File: config.mk
export PLATFORM = sky130hd
export DESIGN_NAME = rdns_window
export DESIGN_NICKNAME = d
export VERILOG_FILES = /design/src/rtl/rdns_pkg.sv /design/src/rtl/rdns_window.sv
export SDC_FILE = /design/constraint.sdc
export NUM_CORES = 1
export LEC_CHECK = 0
export BUFFER_PORTS_ARGS = -buffer_cell sky130_fd_sc_hd__buf_2
export CAP_MARGIN = 10
export CORE_MARGIN = 2
export CORE_UTILIZATION = 32
export DETAILED_ROUTE_END_ITERATION = 6
export MAX_ROUTING_LAYER = met4
export PLACE_DENSITY = 0.57
export SLEW_MARGIN = 20
export SYNTH_ARGS = -nofsm -noshare
export SYNTH_HDL_FRONTEND = slang
export SYNTH_SLANG_ARGS = --single-unit
File: constraint.sdc
create_clock -name vclk -period 10.4
set_clock_uncertainty 0.05 [all_clocks]
set_input_delay 0.52 -clock vclk [all_inputs]
set_output_delay 0.52 -clock vclk [all_outputs]
set_load 0.02 [all_outputs]
File: src/rtl/rdns_pkg.sv
// shared types and constants for the regulatory window nearest-site block
// no dependencies; imported by every module of the block
package rdns_pkg;

	// table geometry
	localparam int TABLE_DEPTH = 4096;
	localparam int ADDR_W      = $clog2(TABLE_DEPTH);
	localparam int CNT_W       = ADDR_W + 1;

	// field widths
	localparam int CHROM_W    = 8;
	localparam int POS_W      = 31;
	localparam int REACH_W    = 24;
	localparam int CFG_IDX_W  = 1;
	localparam int CFG_DATA_W = 24;

	localparam logic [REACH_W-1:0] REACH_RESET = REACH_W'(50000);
	localparam logic [POS_W-1:0]   POS_MAX     = {POS_W{1'b1}};

	// request types
	localparam logic [1:0] REQ_LOAD  = 2'd0;
	localparam logic [1:0] REQ_QUERY = 2'd1;
	localparam logic [1:0] REQ_CLEAR = 2'd2;

	// result status codes
	localparam logic [1:0] ST_DONE    = 2'd0;
	localparam logic [1:0] ST_FULL    = 2'd1;
	localparam logic [1:0] ST_CLEARED = 2'd2;

	// configuration register indexes
	localparam logic [CFG_IDX_W-1:0] REG_WINDOW_MODE = 1'b0;
	localparam logic [CFG_IDX_W-1:0] REG_REACH_LIMIT = 1'b1;

	typedef struct packed {
		logic [1:0]         req_type;
		logic [CHROM_W-1:0] chromosome_id;
		logic [POS_W-1:0]   site_position;
	} req_t;

	typedef struct packed {
		logic [1:0]         status;
		logic [POS_W-1:0]   window_start;
		logic [POS_W-1:0]   window_stop;
		logic               upstream_found;
		logic               downstream_found;
		logic [REACH_W-1:0] upstream_distance;
		logic [REACH_W-1:0] downstream_distance;
	} rsp_t;

	// one table entry
	typedef struct packed {
		logic [CHROM_W-1:0] chrom;
		logic [POS_W-1:0]   pos;
	} site_t;

	// running outcome of a neighbour scan
	typedef struct packed {
		logic               up_found;
		logic               down_found;
		logic [REACH_W-1:0] up_dist;
		logic [REACH_W-1:0] down_dist;
	} scan_t;

endpackage

File: src/rtl/rdns_window.sv
// window edge arithmetic from the final scan outcome
// depends on rdns_pkg for widths and the scan_t type
module rdns_window
	import rdns_pkg::*;
(
	input  logic             mode,
	input  logic [POS_W-1:0] pos,
	input  scan_t            scan,
	output logic [POS_W-1:0] start,
	output logic [POS_W-1:0] stop
);

	logic [REACH_W:0]   up_round;
	logic [REACH_W-1:0] up_half;
	logic [REACH_W-1:0] down_half;
	logic [POS_W:0]     start_diff;
	logic [POS_W:0]     stop_sum;

	// halfway edges round the upstream side up and the downstream side down
	always_comb begin
		up_round  = {1'b0, scan.up_dist} + (REACH_W+1)'(1);
		up_half   = (mode && scan.up_found) ? up_round[REACH_W:1] : scan.up_dist;
		down_half = (mode && scan.down_found) ? (scan.down_dist >> 1) : scan.down_dist;
	end

	// start clamps at zero, stop saturates at the position maximum
	always_comb begin
		start_diff = {1'b0, pos} - (POS_W+1)'(up_half);
		stop_sum   = {1'b0, pos} + (POS_W+1)'(down_half);
		start      = start_diff[POS_W] ? '0 : start_diff[POS_W-1:0];
		stop       = stop_sum[POS_W] ? POS_MAX : stop_sum[POS_W-1:0];
	end

endmodule

==> metrics.txt <==
top fanout value on the critical path=17; antenna violations before repair=2; maximum operating frequency=0.1789 GHz; Syn Area/Cell=between 6 and 7 sq um; count leader, synth=sky130_fd_sc_hd__nand2_1; wire length on met3=slightly above 600 um; post-route cell area=approximately 0.0048 sq mm; run status=completed; DR vias/cell=around 5.6; Die Span X=~120 um; Routed wire per std cell=roughly 16 um; total of cells resized after clock tree synthesis=0; Gate Count Post-Synth=between 600 and 700; CP Cell Sequence=buf_2 > ha_1 > nand4_1 > or3_1 > or2_2 > and3_1 > a21oi_1 > ha_1 > nand2_1 > o21ai_0 > a211oi_1 > o21ai_0 > a31o_2 > a221o_2 > a41oi_2 > buf_4 > nor2_1 > buf_2; Remaining DRCs=0; total negative setup slack=0 ns; leakage power figure=around 2.2 nW; Final Routed Wirelength=roughly 14 mm; area enclosed by the die boundary=0.01324 sq mm; arrival time at the worst endpoint=5.02 ns; Final HPWL DP=between 10 and 15 mm; sequential fraction of the synthesis area=0; critical-path cell with the highest stage delay=sky130_fd_sc_hd__a41oi_2; path class of the lowest-slack min-delay path=in -> out; critical path capture point=start[12]; number of global-route vias before repair=4,553; worst-case headroom to the max-slew limit=0.2977; seq_cells=0; global placer's final weighted congestion=between 0.9 and 1; post-synthesis instance area=slightly below 0.004 sq mm; post-layout util=0.3971; Post-CTS Setup Repair Bufs=0; cell taking the most area after synthesis=sky130_fd_sc_hd__ha_1; net switching share of the total power=0.6227; met1 routed wirelength after detailed routing=about 6.7 mm; Detailed Route Iter0 Violations=~370; die span in y=115.1 um; count of warnings emitted by yosys=0; highest routing layer actually used=met4; synthesized netlist net count=742; fill cell total of the finished layout=1,336; number of buffers added on ports=between 100 and 150; crit start category=primary input; row count=40; dominant delay contributor by cell family on the critical path=compound AO/OA/AOI/OAI gates; power density of the placed cells=88.73 mW/mm^2; Starting Density=0.3285; storage element area=0 sq um; placed instance area=between 0.004 and 0.005 sq mm; worst-margin pin slew=between 1 and 1.5 ns; count of distinct cell types in the synthesized netlist=57; post-synthesis to final-layout area growth=20.86%; length of routed met2 wiring=about 6.5 mm; global-route usage over all layers=0.2034; CP endpoint kind=output pin; largest net degree at the start of global routing=26; final net count=869; proportion of layout cells with a drive suffix above 1=0.2452; placeable core region=about 0.012 sq mm; wire length of the first global-routing pass=between 20 and 25 mm; Tmin final=approximately 5.6 ns; setup-violating endpoint count in the final report=0; clock buffer count=0; buffers plus inverters on the worst setup path=3; portion of total power attributed to the clock network=0; period utilization=0.5376; Congestion Overflow GR=0; cells taking the most area after synthesis=sky130_fd_sc_hd__ha_1 16%, sky130_fd_sc_hd__a21oi_1 9.4%, sky130_fd_sc_hd__nand2_1 7.4%; Top-Level Pins=between 100 and 150; critical path class=in -> out; number of buffers inserted by hold repair at cts=0; overall via count from detail_route=between 4,000 and 5,000; CP peak stage delay=approximately 0.68 ns; relative contribution of sequential cells to total power=0; RSZ-0062 raised after global routing=false; combinational group share of total power=1.000; number of stages on the worst setup path=18; total internal power=0.0001597 W; max-slew violation count=0; Synth top cells by count=78 x sky130_fd_sc_hd__nand2_1, 74 x sky130_fd_sc_hd__a21oi_1, 54 x sky130_fd_sc_hd__nor2_1, 51 x sky130_fd_sc_hd__o21ai_0, 49 x sky130_fd_sc_hd__ha_1; number of max-cap violations=0; crit path from=scan[25]; first drt pass iteration count=5; Hold Violations, Final=0; Req. time, crit path=just under 10 ns; share of Yosys cell area claimed by the top area cell type=0.1554; Max rail drop VDD=~0.036 mV; ANT nets after route=0; Psw=around 0.00026 W
## cell families (layout without fill, tap and decap cells)
| kind of cell | count (synthesis) | after routing | synth area share |
|---|---|---|---|
| and+or+nand+nor | 234 | 234 | 0.2828 |
| AOI/OAI and AO/OA | 210 | 210 | 0.3272 |
| adders and majority gates | 51 | 51 | 0.1655 |
| xor gates and xnor gates | 47 | 47 | 0.1043 |
| buffers and inverters | 40 | 165 | 0.04375 |
| muxes | 27 | 27 | 0.07641 |
| other | 0 | 2 | 0 |
## worst min path at each step
stage | startpoint | endpoint | slack (ns) | cells after the start
after floorplan | pos[29] | stop[29] | 1.17 | 2
after detailed placement | pos[29] | stop[29] | 1.43 | 4
final | pos[29] | stop[29] | 1.43 | 4
after global placement | pos[29] | stop[29] | 1.42 | 4
after global routing | pos[29] | stop[29] | 1.45 | 4
after CTS | pos[29] | stop[29] | 1.43 | 4
## layout make-up
cell class	count	area, sq um	share of cell area
Inverter	19	71.32	0.01495
Timing Repair Buffer	146	735.7	0.1542
Antenna cell	2	5.005	0.001049
Multi-Input combinational cell	569	3774	0.7912
Tap cell	147	183.9	0.03856
## power by group through the flow
stage	clock network (W)	logic (W)	registers, W
final	0.0000000000257	0.000423	0
after global routing	0.0000000000257	0.000464	0
after CTS	0	0.000423	0
after detailed placement	0	0.000421	0
after global placement	0	0.000420	0
after floorplan	0	0.000291	0
## cells in the final DEF, fill, tap and decap left out, types with 16 or more instances in the layout
| master | Yosys | final |
|---|---|---|
| sky130_fd_sc_hd__a21oi_1 | 74 | 74 |
| sky130_fd_sc_hd__nand3_1 | 28 | 28 |
| sky130_fd_sc_hd__nand2_1 | 78 | 78 |
| sky130_fd_sc_hd__o21ai_0 | 51 | 51 |
| sky130_fd_sc_hd__and3_1 | 16 | 16 |
| sky130_fd_sc_hd__ha_1 | 49 | 49 |
| sky130_fd_sc_hd__mux2_2 | 25 | 25 |
| sky130_fd_sc_hd__xnor2_1 | 32 | 32 |
| sky130_fd_sc_hd__inv_1 | 19 | 19 |
| sky130_fd_sc_hd__nor2_1 | 54 | 54 |
| sky130_fd_sc_hd__buf_2 | 0 | 144 |
## through the flow
| stage | power (W) | instances | worst slack (ns) | hold slack [ns] |
|---|---|---|---|---|
| final | 0.0004232 | 883 | 4.809 | 1.427 |
| after global routing | 0.0004636 | 883 | 4.397 | 1.451 |
| after CTS | 0.0004225 | 881 | 4.823 | 1.427 |
| after detailed placement | 0.0004212 | 881 | 4.823 | 1.426 |
| after global placement | 0.0004200 | 881 | 4.924 | 1.422 |
| after floorplan | 0.0002911 | 609 | 5.845 | 1.170 |
## worst min-delay path: stages
cell                      delay (ns)
sky130_fd_sc_hd__buf_2          0.14
sky130_fd_sc_hd__nor2_1         0.10
sky130_fd_sc_hd__a21oi_1        0.04
sky130_fd_sc_hd__buf_2          0.15
## layer usage
metal	up-vias	global-route usage
met5	-	-
met4	0	0.02731
met3	18	0.005271
met2	153	0.3400
met1	2266	0.2815
li1	2511	-
(Power assumes the default switching activity.)
